### config.mk
export PLATFORM = sky130hd
export DESIGN_NAME = mctc_ram
export DESIGN_NICKNAME = d
export VERILOG_FILES = /design/src/hw/rtl/mctc_ram.sv
export SDC_FILE = /design/constraint.sdc
export NUM_CORES = 2
export LEC_CHECK = 0
export ABC_CLOCK_PERIOD_IN_PS = 2700
export BUFFER_PORTS_ARGS = -buffer_cell sky130_fd_sc_hd__buf_4
export CELL_PAD_IN_SITES_DETAIL_PLACEMENT = 1
export CELL_PAD_IN_SITES_GLOBAL_PLACEMENT = 1
export CORE_MARGIN = 2
export CORE_UTILIZATION = 40
export CTS_CLUSTER_DIAMETER = 50
export DETAILED_ROUTE_END_ITERATION = 10
export PLACE_DENSITY = 0.59
export SKIP_LAST_GASP = 1
export SYNTH_ARGS = -nofsm -noshare
export SYNTH_HDL_FRONTEND = slang
export SYNTH_SLANG_ARGS = --single-unit
### constraint.sdc
create_clock -name clk -period 2.7 [get_ports clk]
set_clock_uncertainty 0.1 [all_clocks]
set_input_delay 0.135 -clock clk [delete_from_list [all_inputs] [get_ports clk]]
set_output_delay 0.135 -clock clk [all_outputs]
set_load 0.01 [all_outputs]
### src/hw/rtl/mctc_ram.sv
// ----------------------------------------------------------------------------
// mctc_ram
// Generic single write, single read RAM with registered read data.
// ----------------------------------------------------------------------------
module mctc_ram #(
	parameter int WIDTH = 8,
	parameter int DEPTH = 256,
	localparam int AW = (DEPTH > 1) ? $clog2(DEPTH) : 1
) (
	input  logic             clk,
	input  logic             we,
	input  logic [AW-1:0]    waddr,
	input  logic [WIDTH-1:0] wdata,
	input  logic [AW-1:0]    raddr,
	output logic [WIDTH-1:0] rdata
);

	logic [WIDTH-1:0] mem [DEPTH];
	logic [WIDTH-1:0] rdata_q;

	always_ff @(posedge clk) begin
		if (we) begin
			mem[waddr] <= wdata;
		end
		rdata_q <= mem[raddr];
	end

	assign rdata = rdata_q;

endmodule

# Yosys cells after proc, flatten, opt, wreduce, memory -nomap -nowiden
# Memory sizes are Yosys's and may differ from the RTL's. A register that Yosys moved wholly into a read port is not among the register bits.
# Cells that the tools add are included.
# classes
n_mux	2
# op_table
cell	n
1-bit two-way mux	2
# totals
reg_bits	0
ramBits	2048
inputBits	26
out_inout_bits	8
wordCells	3
mem_count	1
# memory_table
name	words	width	read_ports	rd_ports_with_merged_regs	write_ports	line_no	rtl
mem	256	8	1	1	1	18	logic [WIDTH-1:0] mem [DEPTH];

# Longest topological paths before layout
# logic_depth
ltp_word	2
depth_mapped	11
mapped_depth_nobuf	6

# Least setup slack after synthesis
# Ideal clock, no wire load.
# synth_timing
path_type	input port to flip-flop
from	input port raddr[0]
to	register rdata_q[2] (netlist: rdata[2]) (read register of mem)
setup_ns	0.131
arrival_ns	1.942
t_required_ns	2.469
slack_ns	0.527
stages	9
path_buffers	4
cell_sequence	buf_6 -> buf_12 -> buf_8 -> buf_2 -> mux4_2 -> a22oi_1 -> a21oi_1 -> nor4_1 -> nor4_2
# synth_lines
element	line_no	rtl
start: declaration	14	input logic [AW-1:0] raddr,
end: declaration	19	logic [WIDTH-1:0] rdata_q;

==> results.ini <==
[timing]
period_share=0.963
fin_tns_setup_ns=0
setup_viol_count_final=0
slew_headroom=0.395
timing.final.hold_violations=0
rsz0062_at_grt=no
finalMaxSlewViolations=0
fin_crit_ns=2.60
fmax_mhz=384
tightest_slew_ns=0.898

[grt]
grt_max_degree=94
antenna_found_initial=7
grt_first_pass_wirelength_um=324000
grt_pass1_vias=43500
overflow=0
gr-usage-all-layers=0.222

[synthesis]
ys.flop_type=edfxtp_1
synth_nets=3759
synth-edff-count=2048
synth.avg_cell_area_um2=21.3
yosys.area.top_type=edfxtp_1
syn_inst=3733
seq_area_frac_synth=0.775
synth_cell_types=55
synthesis.area_mm2=0.0796
async_reset_ff_frac=0
yosys_warnings=0
synth-seq-cells=2056
synth_area_leaders=edfxtp_1, mux4_2, mux2i_1
synth_top_area_frac=0.773

[routing]
drt_pre_antenna_iters=5
routed_wl_um=224000
ant_nets=0
vias_per_cell=5.61
drc_errors=0
vias=41000
drt_iter0_markers=3989
wl_per_cell_um=30.6

[status]
status=completed

[worst_hold_path]
min-delay-path-class=in2reg

[die]
io_pins=34
dieArea_mm2=0.202
core_area_mm2=0.197
row_count=163
start_util=0.403
die_w_um=450
die_h_um=450

[clock_tree]
cts_tree=yes
clockBufferDepth=3
htreeDepth=4
cts.sink_count=2056
cts-root-buf=clkbuf_16
insertion_delay_ns=0.86
clkTransAtPathRegs_ns=0.06
post-cts-setup-buffers=0
cts_made_buffers=217

[cells_and_area]
syn_to_final_growth_pct=19.6
finish.utilization=0.482
nets=4512
fin_area_mm2=0.0952
layout-drive-gt1-share=0.329

[critical_path]
worstPathRequired_ns=3.29
cp_slowest_cell=mux4_2
cpPeakStageDelay_ns=0.48
crit_chain=mux4_2 > a22o_1 > a221oi_1 > buf_4 > o32ai_1 > nor3_2 > buf_4 > nor4_1
critPathLaunchType=register
path_common_cell=buf_4
rrSetupSlack_ns=0.1
criticalPathCategory=reg2reg
crit_arrival_ns=3.19
crit_path_max_fanout=1
cp-end-kind=register

[power]
leakage_nw=30.8
finalPower_mw=67.8
powerDensity_mw_per_mm2=713
ir_drop_mv=0.610

[placement]
dpl.hpwl_um=147000
gp_congestion=0.822
dpl-instance-area_mm2=0.0881
io_buffers=33

[run]
max-cap-violations=0

-- metal layers --
layer / global-route usage / wire length [um] / vias up
met5: 0 / 13 / -
met4: 0.0532 / 4690 / 2
met3: 0.0341 / 12400 / 259
met2: 0.368 / 111000 / 1262
met1: 0.309 / 95300 / 22300
li1: - / - / 17200
-- where the power goes --
| group | switching [mW] | internal (mW) | total [mW] |
|---|---|---|---|
| combinational | 2.32 | 1.55 | 3.87 |
| clock | 12.6 | 16.1 | 28.7 |
| sequential | 0.0911 | 35.2 | 35.3 |
| total | 15.0 | 52.8 | 67.8 |
-- timing repair --
item,CTS,global route
setup endpoints to repair,5,3
hold buffers,20,0
gates resized for setup,6,3
pin swaps,0,0
hold endpoints to repair,1959,0
-- cell type report --
| type | instances | area (um2) |
|---|---|---|
| Timing Repair Buffer | 767 | 6820 |
| Sequential cell | 2056 | 61700 |
| Clock inverter | 139 | 1160 |
| Antenna cell | 2 | 5.00 |
| Multi-Input combinational cell | 1442 | 16600 |
| Fill cell | 18100 | 102000 |
| Tap cell | 2640 | 3300 |
| Clock buffer | 263 | 5640 |
| Inverter | 2 | 7.51 |
-- flip-flops by register name, indices dropped and copies added (netlist names) --
name and flops:
mem 2048, rdata 8
-- cell usage after synthesis (28+ instances only) --
cell / instances
nand2_1: 33
o221ai_1: 46
buf_2: 31
a22oi_1: 133
nand3_1: 34
clkbuf_1: 111
o22ai_1: 28
edfxtp_1: 2048
nor2_1: 282
a21oi_1: 96
nor2b_1: 31
mux2i_1: 134
mux4_2: 454
-- worst max-delay path, delay by kind of cell (launching register included) --
family | cells | cell delay, ns
compound gates | 3 | 0.70
buf+inv | 2 | 0.38
flops | 1 | 0.36
mux | 1 | 0.48
simple gates | 2 | 0.44
-- cell usage in the layout, fill, tap and decap left out, drive strengths merged, types with 4 or more instances in the layout --
cell type,netlist,layout
nor3,22,22
nor2,282,282
a221oi,14,14
a2111oi,5,5
clkinvlp,0,11
o211ai,10,10
or2,4,4
mux4,456,456
edfxtp,2048,2048
clkinv,1,107
o221ai,47,47
nand2b,8,8
clkbuf,111,263
o32ai,5,5
a22oi,133,133
buf,122,747
o22ai,28,28
nor2b,31,31
nand4,10,10
o21ai,12,12
inv,1,10
a22o,8,8
nand2,33,33
a211oi,16,16
nor4,27,27
o22a,5,5
dlygate4sd3,0,20
a21oi,96,96
bufinv,0,13
nand3,34,34
dfxtp,8,8
and2,6,6
mux2i,134,134
-- per-stage QoR --
stage          instances  worst slack [ns]  hold WS, ns
2_1_floorplan       3733             0.527        0.134
3_3_place_gp        6883             -1.42        0.439
3_5_place_dp        6887            -0.765        0.444
4_1_cts             7309            0.0241      0.00388
5_1_grt             7310           0.00146       0.0519
6_report            7311            0.0987       0.0447
-- path summary, 6_finish.rpt --
check	start	cells after the start	to
worst min register to register	mem[41][3]	8	rdata[3]
worst max register to register	mem[210][5]	8	rdata[5]
worst max-delay path	mem[210][5]	8	rdata[5]
worst min-delay path	raddr[5]	6	rdata[2]
-- cell families (layout without fill, tap and decap cells) --
family | count (synthesis) | after routing | share of synthesized area
AO/OA/AOI/OAI | 385 | 385 | 0.0342
other | 0 | 2 | 0
buffers and inverters | 235 | 1171 | 0.0183
flip-flops | 2056 | 2056 | 0.775
AND/OR/NAND/NOR | 466 | 466 | 0.0263
multiplexers | 591 | 591 | 0.146
No activity file was read; power rests on OpenSTA's default activity.
